==> src/rtl/core/erms_pkg.sv <==
// Package: shared types, constants and codes for the echo ranger with median smoothing.
package erms_pkg;

   localparam int WIN_LEN = 5;
   localparam int IDX_W   = (WIN_LEN > 1) ? $clog2(WIN_LEN) : 1;
   localparam int CNT_W   = $clog2(WIN_LEN + 1);

   localparam int TIME_W  = 32;
   localparam int PULSE_W = 16;
   localparam int SCALE_W = 12;
   localparam int DIST_W  = 28;
   localparam int CSR_A_W = 2;
   localparam int CSR_D_W = 16;

   localparam logic [PULSE_W-1:0] TIMEOUT_RST   = 16'd38000;
   localparam logic [PULSE_W-1:0] MAX_PULSE_RST = 16'd40000;
   localparam logic [SCALE_W-1:0] SCALE_RST     = 12'd1114;

   typedef enum logic [1:0] {
      CMD_TRIGGER = 2'd0,
      CMD_EDGE    = 2'd1,
      CMD_POLL    = 2'd2
   } cmd_type;

   typedef enum logic [1:0] {
      PH_IDLE = 2'd0,
      PH_WAIT = 2'd1,
      PH_DONE = 2'd2,
      PH_LOST = 2'd3
   } phase_type;

   typedef enum logic [CSR_A_W-1:0] {
      CSR_TIMEOUT   = 2'd0,
      CSR_MAX_PULSE = 2'd1,
      CSR_SCALE     = 2'd2
   } csr_type;

   typedef enum logic [2:0] {
      ST_IDLE,
      ST_EVAL,
      ST_MUL,
      ST_PUSH,
      ST_RANK,
      ST_SMOOTH,
      ST_POST
   } ctrl_state_type;

   typedef struct packed {
      logic [1:0]        command;
      logic [TIME_W-1:0] time_us;
   } req_type;

   typedef struct packed {
      logic [DIST_W-1:0] distance;
      logic              meas_lost;
      logic [1:0]        phase;
      logic              fire_trigger;
      logic              updated;
   } rsp_type;

   typedef struct packed {
      logic latch;
      logic eval;
      logic mul;
      logic push;
      logic rank;
      logic smooth;
      logic load_out;
   } dp_cmd_type;

   typedef struct packed {
      logic measure;
      logic rank_last;
      logic out_free;
   } dp_sts_type;

endpackage

==> src/rtl/core/erms_ctrl.sv <==
// Controller: sequences one transaction through evaluate, multiply, median and smoothing.
module erms_ctrl (
   input  logic                   clock,
   input  logic                   reset,
   input  logic                   req_valid,
   output logic                   req_stall,
   output erms_pkg::dp_cmd_type   cmd,
   input  erms_pkg::dp_sts_type   sts
);

   erms_pkg::ctrl_state_type state_ff, state_in;

   always_ff @(posedge clock) begin
      if (reset) begin
         state_ff <= erms_pkg::ST_IDLE;
      end else begin
         state_ff <= state_in;
      end
   end

   always_comb begin
      state_in = state_ff;
      case (state_ff)
         erms_pkg::ST_IDLE: begin
            if (req_valid) state_in = erms_pkg::ST_EVAL;
         end
         erms_pkg::ST_EVAL: begin
            state_in = sts.measure ? erms_pkg::ST_MUL : erms_pkg::ST_POST;
         end
         erms_pkg::ST_MUL:    state_in = erms_pkg::ST_PUSH;
         erms_pkg::ST_PUSH:   state_in = erms_pkg::ST_RANK;
         erms_pkg::ST_RANK: begin
            if (sts.rank_last) state_in = erms_pkg::ST_SMOOTH;
         end
         erms_pkg::ST_SMOOTH: state_in = erms_pkg::ST_POST;
         erms_pkg::ST_POST: begin
            if (sts.out_free) state_in = erms_pkg::ST_IDLE;
         end
         default:             state_in = erms_pkg::ST_IDLE;
      endcase
   end

   always_comb begin
      cmd       = '0;
      req_stall = 1'b1;
      case (state_ff)
         erms_pkg::ST_IDLE: begin
            req_stall = 1'b0;
            cmd.latch = req_valid;
         end
         erms_pkg::ST_EVAL:   cmd.eval     = 1'b1;
         erms_pkg::ST_MUL:    cmd.mul      = 1'b1;
         erms_pkg::ST_PUSH:   cmd.push     = 1'b1;
         erms_pkg::ST_RANK:   cmd.rank     = 1'b1;
         erms_pkg::ST_SMOOTH: cmd.smooth   = 1'b1;
         erms_pkg::ST_POST:   cmd.load_out = sts.out_free;
         default: begin
            cmd       = '0;
            req_stall = 1'b1;
         end
      endcase
   end

   ctrl_no_overlap_a: assert property (@(posedge clock) disable iff (reset)
      $onehot0(cmd))
      else $error("controller issued more than one datapath command");

   ctrl_accept_idle_a: assert property (@(posedge clock) disable iff (reset)
      cmd.latch |=> state_ff == erms_pkg::ST_EVAL)
      else $error("accepted transaction not followed by evaluation");

   ctrl_load_ret_a: assert property (@(posedge clock) disable iff (reset)
      cmd.load_out |=> !req_stall)
      else $error("controller not ready after loading a result");

endmodule

==> src/rtl/core/erms_dp.sv <==
// Datapath: ranging state, configuration, scaling multiply, median window and smoothing.
module erms_dp (
   input  logic                               clock,
   input  logic                               reset,
   input  erms_pkg::req_type                  req_data,
   input  logic                               csr_we,
   input  logic [erms_pkg::CSR_A_W-1:0]       csr_index,
   input  logic [erms_pkg::CSR_D_W-1:0]       csr_data,
   output logic                               rsp_valid,
   input  logic                               rsp_stall,
   output erms_pkg::rsp_type                  rsp_data,
   input  erms_pkg::dp_cmd_type               cmd,
   output erms_pkg::dp_sts_type               sts
);

   logic [erms_pkg::PULSE_W-1:0] timeout_ff, timeout_in;
   logic [erms_pkg::PULSE_W-1:0] max_pulse_ff, max_pulse_in;
   logic [erms_pkg::SCALE_W-1:0] scale_ff, scale_in;

   erms_pkg::phase_type          phase_ff, phase_in;
   logic                         seen_ff, seen_in;
   logic                         lost_ff, lost_in;
   logic                         fire_ff, fire_in;
   logic                         upd_ff, upd_in;
   logic [erms_pkg::TIME_W-1:0]  start_ff, start_in;
   logic [erms_pkg::TIME_W-1:0]  end_ff, end_in;
   logic [erms_pkg::DIST_W-1:0]  smoothed_ff, smoothed_in;

   logic [1:0]                   cmd_code_ff, cmd_code_in;
   logic [erms_pkg::TIME_W-1:0]  time_ff, time_in;

   logic [erms_pkg::DIST_W-1:0]  raw_ff, raw_in;
   logic [erms_pkg::DIST_W-1:0]  med_ff, med_in;
   logic [erms_pkg::DIST_W-1:0]  win_ff [erms_pkg::WIN_LEN];
   logic [erms_pkg::DIST_W-1:0]  win_in [erms_pkg::WIN_LEN];
   logic [erms_pkg::IDX_W-1:0]   pos_ff, pos_in;
   logic [erms_pkg::CNT_W-1:0]   fill_ff, fill_in;
   logic [erms_pkg::IDX_W-1:0]   cand_ff, cand_in;

   logic                         rsp_valid_ff, rsp_valid_in;
   erms_pkg::rsp_type            rsp_ff, rsp_in;

   logic [erms_pkg::TIME_W-1:0]  width_w;
   logic [erms_pkg::TIME_W-1:0]  elapsed_w;
   logic                         width_ok;
   logic [erms_pkg::DIST_W-1:0]  cand_val;
   logic [erms_pkg::CNT_W-1:0]   lt_cnt, le_cnt, mid_k;

   assign width_w   = end_ff - start_ff;
   assign elapsed_w = time_ff - start_ff;
   assign width_ok  = (width_w != '0) &&
                      (width_w <= erms_pkg::TIME_W'(max_pulse_ff));

   assign cand_val = win_ff[cand_ff];
   assign mid_k    = fill_ff >> 1;

   always_comb begin
      lt_cnt = '0;
      le_cnt = '0;
      for (int j = 0; j < erms_pkg::WIN_LEN; j++) begin
         if (erms_pkg::CNT_W'(j) < fill_ff) begin
            if (win_ff[j] < cand_val)  lt_cnt = lt_cnt + erms_pkg::CNT_W'(1);
            if (win_ff[j] <= cand_val) le_cnt = le_cnt + erms_pkg::CNT_W'(1);
         end
      end
   end

   assign sts.measure   = (cmd_code_ff == erms_pkg::CMD_POLL) &&
                          (phase_ff == erms_pkg::PH_DONE) && width_ok;
   assign sts.rank_last = (erms_pkg::CNT_W'(cand_ff) + erms_pkg::CNT_W'(1)) == fill_ff;
   assign sts.out_free  = !rsp_valid_ff || !rsp_stall;

   always_comb begin
      timeout_in   = timeout_ff;
      max_pulse_in = max_pulse_ff;
      scale_in     = scale_ff;
      if (csr_we) begin
         case (csr_index)
            erms_pkg::CSR_TIMEOUT:   timeout_in   = csr_data;
            erms_pkg::CSR_MAX_PULSE: max_pulse_in = csr_data;
            erms_pkg::CSR_SCALE:     scale_in     = csr_data[erms_pkg::SCALE_W-1:0];
            default: ;
         endcase
      end
   end

   always_comb begin
      phase_in    = phase_ff;
      seen_in     = seen_ff;
      lost_in     = lost_ff;
      fire_in     = fire_ff;
      upd_in      = upd_ff;
      start_in    = start_ff;
      end_in      = end_ff;
      smoothed_in = smoothed_ff;
      cmd_code_in = cmd_code_ff;
      time_in     = time_ff;
      raw_in      = raw_ff;
      med_in      = med_ff;
      win_in      = win_ff;
      pos_in      = pos_ff;
      fill_in     = fill_ff;
      cand_in     = cand_ff;

      if (cmd.latch) begin
         cmd_code_in = req_data.command;
         time_in     = req_data.time_us;
      end

      if (cmd.eval) begin
         fire_in = 1'b0;
         upd_in  = 1'b0;
         case (cmd_code_ff)
            erms_pkg::CMD_TRIGGER: begin
               if (phase_ff == erms_pkg::PH_IDLE) begin
                  start_in = time_ff;
                  seen_in  = 1'b0;
                  phase_in = erms_pkg::PH_WAIT;
                  fire_in  = 1'b1;
               end
            end
            erms_pkg::CMD_EDGE: begin
               if (phase_ff == erms_pkg::PH_WAIT) begin
                  if (!seen_ff) begin
                     start_in = time_ff;
                     seen_in  = 1'b1;
                  end else begin
                     end_in   = time_ff;
                     phase_in = erms_pkg::PH_DONE;
                  end
               end
            end
            erms_pkg::CMD_POLL: begin
               case (phase_ff)
                  erms_pkg::PH_WAIT: begin
                     if (elapsed_w >= erms_pkg::TIME_W'(timeout_ff))
                        phase_in = erms_pkg::PH_LOST;
                  end
                  erms_pkg::PH_DONE: begin
                     if (!width_ok) phase_in = erms_pkg::PH_LOST;
                  end
                  erms_pkg::PH_LOST: begin
                     lost_in  = 1'b1;
                     seen_in  = 1'b0;
                     fill_in  = '0;
                     pos_in   = '0;
                     phase_in = erms_pkg::PH_IDLE;
                  end
                  default: ;
               endcase
            end
            default: ;
         endcase
      end

      // width is at most 16 bits here, so the product never exceeds 28 bits
      if (cmd.mul) begin
         raw_in = erms_pkg::DIST_W'(width_w[erms_pkg::PULSE_W-1:0]) *
                  erms_pkg::DIST_W'(scale_ff);
      end

      if (cmd.push) begin
         win_in[pos_ff] = raw_ff;
         if (pos_ff == erms_pkg::IDX_W'(erms_pkg::WIN_LEN - 1)) pos_in = '0;
         else                                                   pos_in = pos_ff + 1'b1;
         if (fill_ff < erms_pkg::CNT_W'(erms_pkg::WIN_LEN))
            fill_in = fill_ff + erms_pkg::CNT_W'(1);
         cand_in = '0;
      end

      if (cmd.rank) begin
         if ((lt_cnt <= mid_k) && (mid_k < le_cnt)) med_in = cand_val;
         cand_in = cand_ff + 1'b1;
      end

      if (cmd.smooth) begin
         if ((smoothed_ff == '0) || lost_ff)
            smoothed_in = med_ff;
         else
            smoothed_in = smoothed_ff - (smoothed_ff >> 2) + (med_ff >> 2);
         lost_in  = 1'b0;
         seen_in  = 1'b0;
         phase_in = erms_pkg::PH_IDLE;
         upd_in   = 1'b1;
      end
   end

   always_comb begin
      rsp_in       = rsp_ff;
      rsp_valid_in = rsp_valid_ff && rsp_stall;
      if (cmd.load_out) begin
         rsp_valid_in        = 1'b1;
         rsp_in.distance     = smoothed_ff;
         rsp_in.meas_lost    = lost_ff;
         rsp_in.phase        = phase_ff;
         rsp_in.fire_trigger = fire_ff;
         rsp_in.updated      = upd_ff;
      end
   end

   always_ff @(posedge clock) begin
      if (reset) begin
         timeout_ff   <= erms_pkg::TIMEOUT_RST;
         max_pulse_ff <= erms_pkg::MAX_PULSE_RST;
         scale_ff     <= erms_pkg::SCALE_RST;
         phase_ff     <= erms_pkg::PH_IDLE;
         seen_ff      <= 1'b0;
         lost_ff      <= 1'b0;
         fire_ff      <= 1'b0;
         upd_ff       <= 1'b0;
         start_ff     <= '0;
         end_ff       <= '0;
         smoothed_ff  <= '0;
         pos_ff       <= '0;
         fill_ff      <= '0;
         cand_ff      <= '0;
         rsp_valid_ff <= 1'b0;
      end else begin
         timeout_ff   <= timeout_in;
         max_pulse_ff <= max_pulse_in;
         scale_ff     <= scale_in;
         phase_ff     <= phase_in;
         seen_ff      <= seen_in;
         lost_ff      <= lost_in;
         fire_ff      <= fire_in;
         upd_ff       <= upd_in;
         start_ff     <= start_in;
         end_ff       <= end_in;
         smoothed_ff  <= smoothed_in;
         pos_ff       <= pos_in;
         fill_ff      <= fill_in;
         cand_ff      <= cand_in;
         rsp_valid_ff <= rsp_valid_in;
      end
   end

   always_ff @(posedge clock) begin
      cmd_code_ff <= cmd_code_in;
      time_ff     <= time_in;
      raw_ff      <= raw_in;
      med_ff      <= med_in;
      win_ff      <= win_in;
      rsp_ff      <= rsp_in;
   end

   assign rsp_valid = rsp_valid_ff;
   assign rsp_data  = rsp_ff;

   dp_fill_range_a: assert property (@(posedge clock) disable iff (reset)
      fill_ff <= erms_pkg::CNT_W'(erms_pkg::WIN_LEN))
      else $error("window fill count out of range");

   dp_pos_range_a: assert property (@(posedge clock) disable iff (reset)
      pos_ff < erms_pkg::IDX_W'(erms_pkg::WIN_LEN))
      else $error("window write pointer out of range");

   dp_rank_bound_a: assert property (@(posedge clock) disable iff (reset)
      cmd.rank |-> erms_pkg::CNT_W'(cand_ff) < fill_ff)
      else $error("median candidate beyond filled window");

   dp_no_overwrite_a: assert property (@(posedge clock) disable iff (reset)
      cmd.load_out |-> (!rsp_valid_ff || !rsp_stall))
      else $error("result register overwritten while stalled");

endmodule

==> src/rtl/core/echo_ranger_median_smooth.sv <==
// Top level: ultrasonic echo ranging channel with median-of-five and quarter-weight smoothing.
// Timing: a transaction is latched in idle and evaluated; a poll that completes a
// measurement is then multiplied, pushed, ranked and smoothed before the result is loaded.
// A new transaction is taken only after the last result is loaded into the output; the median
// search visits one window entry per cycle.
// Reset: synchronous; state and configuration registers take their defaults at once, no clearing pass.
module echo_ranger_median_smooth (
   input  logic                               clock,
   input  logic                               reset,
   input  logic                               req_valid,
   output logic                               req_stall,
   input  erms_pkg::req_type                  req_data,
   output logic                               rsp_valid,
   input  logic                               rsp_stall,
   output erms_pkg::rsp_type                  rsp_data,
   input  logic                               csr_valid,
   output logic                               csr_ready,
   input  logic [erms_pkg::CSR_A_W-1:0]       csr_index,
   input  logic [erms_pkg::CSR_D_W-1:0]       csr_data
);

   erms_pkg::dp_cmd_type dp_cmd;
   erms_pkg::dp_sts_type dp_sts;
   logic                 csr_we;

   assign csr_ready = 1'b1;
   assign csr_we    = csr_valid && csr_ready;

   erms_ctrl u_ctrl (
      .clock     (clock),
      .reset     (reset),
      .req_valid (req_valid),
      .req_stall (req_stall),
      .cmd       (dp_cmd),
      .sts       (dp_sts)
   );

   erms_dp u_dp (
      .clock     (clock),
      .reset     (reset),
      .req_data  (req_data),
      .csr_we    (csr_we),
      .csr_index (csr_index),
      .csr_data  (csr_data),
      .rsp_valid (rsp_valid),
      .rsp_stall (rsp_stall),
      .rsp_data  (rsp_data),
      .cmd       (dp_cmd),
      .sts       (dp_sts)
   );

endmodule

==> config.mk <==
export PLATFORM = sky130hd
export DESIGN_NAME = echo_ranger_median_smooth
export DESIGN_NICKNAME = d
export VERILOG_FILES = /design/src/rtl/core/erms_pkg.sv /design/src/rtl/core/erms_ctrl.sv /design/src/rtl/core/erms_dp.sv /design/src/rtl/core/echo_ranger_median_smooth.sv
export SDC_FILE = /design/constraint.sdc
export NUM_CORES = 1
export LEC_CHECK = 0
export BUFFER_PORTS_ARGS = -buffer_cell sky130_fd_sc_hd__buf_2
export CAP_MARGIN = 20
export CORE_ASPECT_RATIO = 0.9
export CORE_MARGIN = 2
export CORE_UTILIZATION = 50
export DETAILED_ROUTE_END_ITERATION = 10
export GPL_TIMING_DRIVEN = 0
export PLACE_DENSITY_LB_ADDON = 0.1
export SETUP_SLACK_MARGIN = 0.3
export SLEW_MARGIN = 20
export SYNTH_ARGS = -nofsm -noshare
export SYNTH_HDL_FRONTEND = slang
export SYNTH_SLANG_ARGS = --single-unit
==> constraint.sdc <==
create_clock -name clock -period 8.8 [get_ports clock]
set_clock_uncertainty 0.2 [all_clocks]
set_input_delay 0.44 -clock clock [delete_from_list [all_inputs] [get_ports clock]]
set_output_delay 0.44 -clock clock [all_outputs]
set_load 0.02 [all_outputs]
Word level (Yosys, flattened, before mapping)

Index checks and enable logic that the tools add are counted.
Widths: inputs -> output; s select.

Register bits: 418
Input bits: 57
Output and inout bits: 36
Logic and storage cells: 204

Add/subtract/negate cells: 15
Bitwise operators: 2
Equality and inequality tests: 26
$mul: 1
Reduce and logical (&&, ||, !) cells: 35
$lt $le $gt $ge: 23
Mux-type cells: 72

Operators with widths:

| operator            | count |
|---|---|
| $bwmux 140          | 1 |
| $le 28x28->1        | 5 |
| $lt 28x28->1        | 5 |
| $mux 28             | 4 |
| $mux 3              | 32 |
| $mux 32             | 3 |
| $bmux 28 s3         | 1 |
| $demux 28 s3        | 1 |
| $pmux 32 s2         | 1 |
| $sub 32x32->32      | 2 |
| $ge 32x16->1        | 1 |
| $le 32x16->1        | 1 |
| $reduce_bool 32->1  | 1 |
| $add 3x1->3 const B | 10 |
| $add 28x26->28      | 1 |
| $logic_not 28->1    | 1 |
| $mul 16x12->28      | 1 |
| $sub 28x26->28      | 1 |
| $pmux 3 s7          | 1 |
| $mux 1              | 20 |
| $eq 3x3->1 const B  | 4 |
| $pmux 2 s3          | 2 |
| $reduce_bool 2->1   | 6 |
| $mux 2              | 5 |
| 32 further kinds    | 64 |

Longest topological paths before layout

Gate-level depths: netlist (run 1).

Depth in word-level cells: 22
Mapped depth: 30
Gate-level depth less buffers: 29

Cells and area by module

A second synthesis (run 1) with hierarchy kept.

Cell total of the unflattened synthesis: 3287
Area, all modules: 31739.2 µm²

Modules (own cells, without submodules):

| module                    | cells an instance | area an instance (µm²) | instances | seq. area each (µm²) |
|---|---|---|---|---|
| erms_dp                   | 3258              | 31530.2                | 1         | 10940.5 |
| erms_ctrl                 | 27                | 197.7                  | 1         | 60.1 |
| echo_ranger_median_smooth | 2                 | 11.3                   | 1         | 0.0 |

Worst setup path before layout (run 1)

OpenSTA, ideal clock, no wires.

Path kind: reg-to-reg
From: register u_dp.cand_ff[0] (netlist bit)
To: register u_dp.med_ff[0] (netlist bit), enable pin
Clock period less this slack: 9.619 ns
Setup time: 0.492 ns
Path buffers: 3
Setup slack: -0.819 ns
Data required time: 8.108 ns
Stages on the path, launching flop included: 29
Data arrival time: 8.927 ns
Path through: dfxtp_1 > clkbuf_1 > clkbuf_1 > buf_1 > mux2i_1 > o22a_1 > ha_1 > a21o_1 > a21oi_1 > nor2b_1 > o21ai_0 > nand2b_1 > a21oi_1 > nor2b_1 > o21ai_0 > o311a_1 > ha_1 > mux2_2 > ha_1 > mux2_1 > ha_1 > mux2_2 > ha_1 > mux2_2 > ha_1 > a21o_1 > a21oi_1 > nand2_1 > o41ai_1

Cells in the longest elaborated chain, start to end: 22
Elaborated cells between the ends (all ways): 46
Those cells by class: 8 x add/sub; 12 x order compare; 23 x mux; 1 x bitwise; 2 x reduce/logical

RTL lines:

| item                                                | RTL line                     | text |
|---|---|---|
| from (decl)                                         | erms_dp.sv:38                | `logic [erms_pkg::IDX_W-1:0] cand_ff, cand_in;` |
| from (signal assigned)                              | erms_dp.sv:232               | `cand_ff <= cand_in;` |
| $not 3->4 (not written as such) *                   | erms_dp.sv:54                | `assign cand_val = win_ff[cand_ff];` |
| $bmux 28 s3 *                                       | erms_dp.sv:54                |  |
| $mux 28 (not written as such) * (2 in a row)        | erms_dp.sv:54                |  |
| $lt 28x28->1 / $le 28x28->1 (equally long branches) | erms_dp.sv:62, erms_dp.sv:63 |  |
| $mux 1 (on tied branches)                           | erms_dp.sv:62, erms_dp.sv:63 |  |
| $mux 1                                              | erms_dp.sv:61                | `if (erms_pkg::CNT_W'(j) < fill_ff) begin` |
| $add 3x1->3 / $add 1x1->2 (equally long branches)   | erms_dp.sv:62, erms_dp.sv:63 |  |
| $mux 3 (on tied branches)                           | erms_dp.sv:62, erms_dp.sv:63 |  |
| [5 not listed]                                      | --                           |  |
| $mux 3 (on tied branches)                           | erms_dp.sv:62, erms_dp.sv:63 |  |
| $mux 3                                              | erms_dp.sv:61                |  |
| $add 3x1->3 (on tied branches)                      | erms_dp.sv:62, erms_dp.sv:63 |  |
| $mux 3 (on tied branches)                           | erms_dp.sv:62, erms_dp.sv:63 |  |
| $mux 3                                              | erms_dp.sv:61                |  |
| $le 3x2->1 / $lt 2x3->1 (equally long branches)     | erms_dp.sv:172               | `if ((lt_cnt <= mid_k) && (mid_k < le_cnt)) med_in = cand_val;` |
| $logic_and 1x1->1 *                                 | erms_dp.sv:172               |  |
| $reduce_and 2->1 (no source line) *                 | --                           |  |
| to (signal assigned)                                | erms_dp.sv:241               | `med_ff <= med_in;` |
| to (decl)                                           | erms_dp.sv:33                | `logic [erms_pkg::DIST_W-1:0] med_ff, med_in;` |

Mark *: on every way between the ends. The rest lies on a longest branch, timed or not. The select of a mux whose other input is x is not followed.
A chain may end at the register's enable or synchronous reset.

Worst setup path after layout (run 1)

From: register u_dp.end_ff[0] (netlist bit)
To: register u_dp.raw_ff[26] (netlist bit), data pin

Cells in the longest elaborated chain, start to end: 2

RTL lines:

| item                   | RTL line       | text |
|---|---|---|
| from (decl)            | erms_dp.sv:26  | `logic [erms_pkg::TIME_W-1:0] end_ff, end_in;` |
| from (signal assigned) | erms_dp.sv:228 | `end_ff <= end_in;` |
| $sub 32x32->32         | erms_dp.sv:49  | `assign width_w = end_ff - start_ff;` |
| $mul 16x12->28         | erms_dp.sv:158 | `raw_in = erms_pkg::DIST_W'(width_w[erms_pkg::PULSE_W-1:0]) *` |
| to (signal assigned)   | erms_dp.sv:240 | `raw_ff <= raw_in;` |
| to (decl)              | erms_dp.sv:32  | `logic [erms_pkg::DIST_W-1:0] raw_ff, raw_in;` |

Every way passes these cells.

==> impl_results.md, run 1 <==
- Status: finished clean
- Htree depth: 2
- PD cells: ~220 nW/um2
- Total gr overflow: 0
- Pre-CTS setup slack: -0.311 ns
- Clk_lat worst skew: 0.61 ns
- Initial Util: 50.5%
- Path category of the worst min-delay check: input port to flop
- Final hold slack: 0.0635 ns
- Tmin final: 8.16 ns
- Commonest non-fill, non-tap cells in the layout: inv_1 (409), nand2_1 (368), ha_1 (348)
- Ys async rst share: 0%
- Final worst path period share: between 90% and 100%
- Cell Rows: 87
- Clock slew at reported path FFs: 0.06 ns
- Root Driver: clkbuf_16
- Final setup fails: 0
- Clk sink count: 418
- Setup slack after layout: 0.642 ns
- Crit path kind: flop to flop
- Headroom to the max-slew limit: 33.8%
- Layout cell share with drive strength beyond 1: 7.54%
- Core area: 62700 um2
- Worst Path Max Fanout: 10
- Synth Net Count: slightly below 4000
- Leakage Power: 15.9 nW
- Final GP Congestion: 0.962
- First-pass GRT wire length: 135000 um
- Final nets: approximately 4000
- Die W: 269 um
- Fin area: 35800 um2
- WP data required: 8.92 ns
- Vias in the first global route: 24827
- GRT Overall Usage: 26.3%
- Die ar.: 65400 um2
- Top Ports: 93
- IO Port Bufs: 90
- CP Capture Type: flop
- Worst path arrival time: 8.28 ns
- WL per Instance: 19.6 um
- RSZ-0062 raised after global routing: no
- Avg Cell Area, Syn: about 9.6 um2
- DRC violations left: 0
- Via count: 24934
- Dpl cell area: 33500 um2
- Antenna Nets Post-Route: 0
- Post-synth EDFFs: 263
- Initial antenna violation count: 0
- Maxcap violations: 0
- WL final: 86700 um
- Least-Margin Pin Slew: 0.994 ns
- Sequential element share of the synthesized area: roughly a third
- Largest net degree at the start of global routing: 29
- Pwr Total: 7.98 mW
- Distinct cells, synth: 92
- CTS Buffer Depth: 3
- Antenna cell count: 0
- Hold Fails Final Rpt: 0
- Post-synthesis cell count: 3307
- Synth Register Bits: approximately 420
- Die H: roughly 240 um
- Main flop type after synthesis: edfxtp_1
- DR iter-0 viols: 1479
- Maximum clock frequency: about 120 MHz
- Syn Std Cell Area: 31700 um2
- Synth warn: 0
- Commonest non-fill, non-tap cell in the layout: inv_1
- Hpwl dp: 69000 um
- Via density per instance: 5.65
- Max Transition Viols Final: 0
- Worst setup SP type: flop
- Area grow syn2layout: 12.9%
- Number of iterations in the first detailed-routing pass: 7
- Max IR drop VDD: 0.174 mV
- CTS Buf Count: 47
- CTS tree: yes
## logic make-up (layout without fill, tap and decap cells)
family	count (synthesis)	after routing	synth area share [%]
AND/OR/NAND/NOR	959	959	14.6
AO/OA/AOI/OAI	692	692	14.2
buffers and inverters	532	794	6.32
adder cells (fa/ha/maj)	516	516	24.4
flip-flops	418	418	34.7
multiplexers	103	103	3.33
XOR/XNOR	86	86	2.42
other	1	1	0.0118
## power by group
group | internal [mW] | switching [mW] | total (mW)
Sequential | 2.29 | 0.117 | 2.41
Clock | 1.19 | 0.839 | 2.03
Combinational | 1.39 | 2.15 | 3.54
Total | 4.87 | 3.11 | 7.98
## stage by stage
stage | cells | TNS (ns) | utilization (%)
floorplan | 3307 | 0 | -
global placement | 4242 | -46.41 | 52.9
detailed placement | 4274 | -3.88 | 53.4
CTS | 4412 | 0 | 56.9
global route | 4414 | 0 | 57.1
finish | 4414 | 0 | 57.1
## synth_stat cells, types with 7 or more instances
master,count,area (um2)
a31oi_1,10,62.6
nand4_1,45,282
ha_1,348,4350
nor2b_1,56,350
o21bai_1,9,67.6
nor2_1,186,698
nand2b_1,34,213
nor4_1,20,125
o21ai_0,89,445
nand3_1,39,195
a211oi_1,26,195
dfxtp_1,155,3100
nor3_1,34,170
fa_1,168,3360
a41oi_1,10,87.6
o21a_1,15,113
and3_1,37,231
xnor2_1,52,455
nand3b_1,15,113
a2111oi_0,8,70.1
a21o_1,103,773
o21ai_1,23,115
mux2i_1,92,921
clkbuf_1,111,417
and4_1,7,61.3
a21oi_1,242,1210
xor2_1,33,289
o22a_1,28,245
nand2_1,368,1380
and2_1,73,457
or3_1,10,62.6
o221ai_1,7,61.3
o211ai_1,14,105
o31ai_1,11,82.6
inv_1,409,1540
buf_1,9,33.8
a211o_1,18,158
edfxtp_1,263,7900
mux2_2,8,90.1
## sequential cells by signal (all words and copies together) (netlist names), 2 cells and up
register / flops
u_dp.fill_ff: 3
u_dp.end_ff: 32
u_dp.cmd_code_ff: 2
u_dp.start_ff: 32
u_dp.raw_ff: 28
u_dp.pos_ff: 3
u_dp.win_ff: 140
u_dp.rsp_data: 33
u_dp.cand_ff: 3
u_dp.scale_ff: 12
u_dp.phase_ff: 2
u_dp.med_ff: 28
u_dp.timeout_ff: 16
u_dp.time_ff: 32
u_dp.smoothed_ff: 28
u_ctrl.state_ff: 3
u_dp.max_pulse_ff: 16
## routing by layer
layer / share of wire [%] / GRT usage (%) / vias up
met3: 6.0 / 4.48 / 164
met2: 46 / 43.6 / 731
met4: 3.7 / 9.43 / 0
li1: - / - / 11960
met5: 0 / 0 / -
met1: 44 / 34.6 / 12079
## worst paths after layout
check / start / to / slack, ns / cells after the start
setup / recovery: u_dp.end_ff[0] / u_dp.raw_ff[26] / 0.64 / 27
hold / removal: csr_valid / u_dp.max_pulse_ff[0] / 0.06 / 4
setup reg to reg: u_dp.end_ff[0] / u_dp.raw_ff[26] / 0.64 / 27
hold reg to reg: u_dp.phase_ff[1] / u_dp.rsp_data[3] / 0.23 / 0
## what timing repair did
item | 4_1_cts | 5_1_grt
setup buffers | 1 | 2
endpoints found under the setup margin | 31 | 5
hold endpoints to repair | 78 | 0
gates resized for setup | 20 | 35
hold buffers | 50 | 0
pin swaps | 1 | 2
## cell type report
class,count,area (um2)
fill,5571,26900
multi-input combinational,2357,18900
sequential,418,11000
inverter,410,1540
clock buffer,65,1350
timing repair buffer,175,1200
tap,845,1060
buffer,122,513
clock inverter,22,239
## critical path, stage by stage, from the launching register on
cell       delay, ns
dfxtp_1         0.32
inv_1           0.04
ha_1            0.21
fa_1            0.43
nor2b_1         0.13
o2111ai_1       0.21
a31oi_4         0.34
xor2_4          0.26
clkbuf_4        0.28
nand2_1         0.09
fa_1            0.49
fa_1            0.52
inv_1           0.06
fa_1            0.47
fa_1            0.55
inv_1           0.06
fa_1            0.53
inv_1           0.05
ha_1            0.36
a21o_1          0.18
a21o_1          0.16
a21o_1          0.25
o41ai_4         0.41
o21ai_1         0.19
o41a_1          0.39
a41o_1          0.30
o41ai_2         0.28
xnor2_1         0.13
Note: power is estimated with default switching activity, not from simulation.
==> run 2, diff against run 1 <==
--- a/config.mk
+++ b/config.mk
@@ -12,6 +12,7 @@
 export CORE_UTILIZATION = 50
 export DETAILED_ROUTE_END_ITERATION = 10
 export GPL_TIMING_DRIVEN = 0
+export MAX_ROUTING_LAYER = met4
 export PLACE_DENSITY_LB_ADDON = 0.1
 export SETUP_SLACK_MARGIN = 0.3
 export SLEW_MARGIN = 20
==> impl_results.md, run 2 (synthesis gave the netlist of run 1 again) <==
- Final nets: 4105
- WP data required: between 8 and 9 ns
- Non-filler cells, final: between 4000 and 5000
- IO Port Bufs: 90
- Die ar.: 65400 um2
- Worst Path Max Fanout: 9
- Antenna cell count: 0
- WL final: 88400 um
- R2r setup slk: 0.68 ns
- Antenna Nets Post-Route: 0
- Max IR drop VDD: 0.144 mV
- Via density per instance: approximately 5.6
- Clk sink count: 418
- Root Driver: clkbuf_16
- GRT Overall Usage: 27.6%
- Final GP Congestion: 0.948
- Max Transition Viols Final: 0
- Headroom to the max-slew limit: between 30% and 40%
- Crit-path max cell delay: approximately 0.60 ns
- Pre-CTS setup slack: -0.455 ns
- Final worst path period share: 92.3%
- Tmin final: 8.12 ns
- Crit path kind: flop to flop
- Number of iterations in the first detailed-routing pass: 8
- RSZ-0062 raised after global routing: yes
- Hold Fails Final Rpt: 0
- Core area: 62700 um2
- WL per Instance: 20.0 um
- Die H: 243 um
- Initial antenna violation count: 1
- Top Ports: 93
- Maximum clock frequency: 123 MHz
- Least-Margin Pin Slew: 0.958 ns
- Max reg flops: 140
- Via count: 24896
- Sum Neg Setup Slack: 0 ns
- CTS Buf Count: 47
- Post-placement cell count: 4275
- Crit path max-delay family: adder cells
- CTS Buffer Depth: 3
- Largest net degree at the start of global routing: 34
- Hpwl dp: 70000 um
- Leakage Power: ~16 nW
- Path category of the worst min-delay check: input port to flop
- Status: finished clean
- Dpl cell area: 33500 um2
- Maxcap violations: 0
- Initial Util: 50.5%
- Most flops, register: u_dp.win_ff
- Htree depth: 2
- Fin area: 35700 um2
- DRC violations left: 0
- CP Capture Type: flop
- CTS tree: yes
- Most used cell along the critical path: fa_1
- Clock slew at reported path FFs: around 0.070 ns
- Commonest non-fill, non-tap cell in the layout: inv_1
- Commonest non-fill, non-tap cells in the layout: inv_1 (409), nand2_1 (368), ha_1 (348)
- Final setup fails: 0
- Final hold slack: approximately 0.029 ns
- Buf/Inv on CP: 7
- First-pass GRT wire length: around 140000 um
- Area grow syn2layout: 12.7%
- DR iter-0 viols: 1603
- Layout cell share with drive strength beyond 1: 7.62%
- Pwr Total: 8.03 mW
- Cell Rows: 87
- Clk_lat worst skew: 0.61 ns
- Die W: 269 um
- Worst path arrival time: 8.25 ns
- Setup slack after layout: 0.682 ns
- Worst path slowest cell: fa_1
- Vias in the first global route: 25059
- PD cells: ~220 nW/um2
- Total gr overflow: 0
- Worst setup SP type: flop
- End-of-flow core utilization: 57.0%
run 2: cell count changes in the layout (fill, tap and decap cells not counted), moves of 2 or more:
cell | before | now
clkbuf_16 | 49 | 47
clkbuf_1 | 103 | 96
clkinv_1 | 3 | 7
buf_4 | 10 | 12
inv_4 | 2 | 0
clkinv_4 | 1 | 3
clkinv_2 | 8 | 10
clkbuf_8 | 6 | 3
clkinvlp_2 | 0 | 2
run 2: path summary, 6_finish.rpt:
| check | startpoint | to | cells after the start |
|---|---|---|---|
| setup / recovery | u_dp.start_ff[9] | u_dp.raw_ff[27] | 28 |
| hold / removal | csr_valid | u_dp.max_pulse_ff[0] | 4 |
| setup reg to reg | u_dp.start_ff[9] | u_dp.raw_ff[27] | 28 |
| hold reg to reg | u_dp.phase_ff[1] | u_dp.rsp_data[3] | 0 |
run 2: where the power goes:
group          total, mW  switching [mW]  internal [mW]
sequential          2.41           0.116           2.29
clock               2.01           0.852           1.16
combinational       3.61            2.21           1.40
total               8.03            3.18           4.85
run 2: repair_timing:
item	4_1_cts	5_1_grt
setup endpoints to repair	32	16
hold endpoints to repair	78	0
hold buffers	50	0
pin swaps	1	2
setup buffers	1	2
resized for setup	22	32
run 2: layer usage:
layer	vias up	track usage (%)	routed length (um)
met3	161	2.80	3880
met4	0	8.50	2690
met5	-	-	0
li1	11989	-	-
met1	12129	36.4	40500
met2	617	45.0	41300
run 2: area by class of cell:
| cell class | instances | area [um2] |
|---|---|---|
| fill | 5571 | 27000 |
| multi-input combinational | 2357 | 18800 |
| sequential | 418 | 11000 |
| inverter | 410 | 1540 |
| clock buffer | 54 | 1230 |
| timing repair buffer | 176 | 1210 |
| tap | 845 | 1060 |
| buffer | 122 | 508 |
| clock inverter | 33 | 344 |
run 2: worst min-delay path, cell delays in order:
cell	delay, ns
buf_2	0.13
nand3b_1	0.10
nand2_1	0.07
a21oi_1	0.05
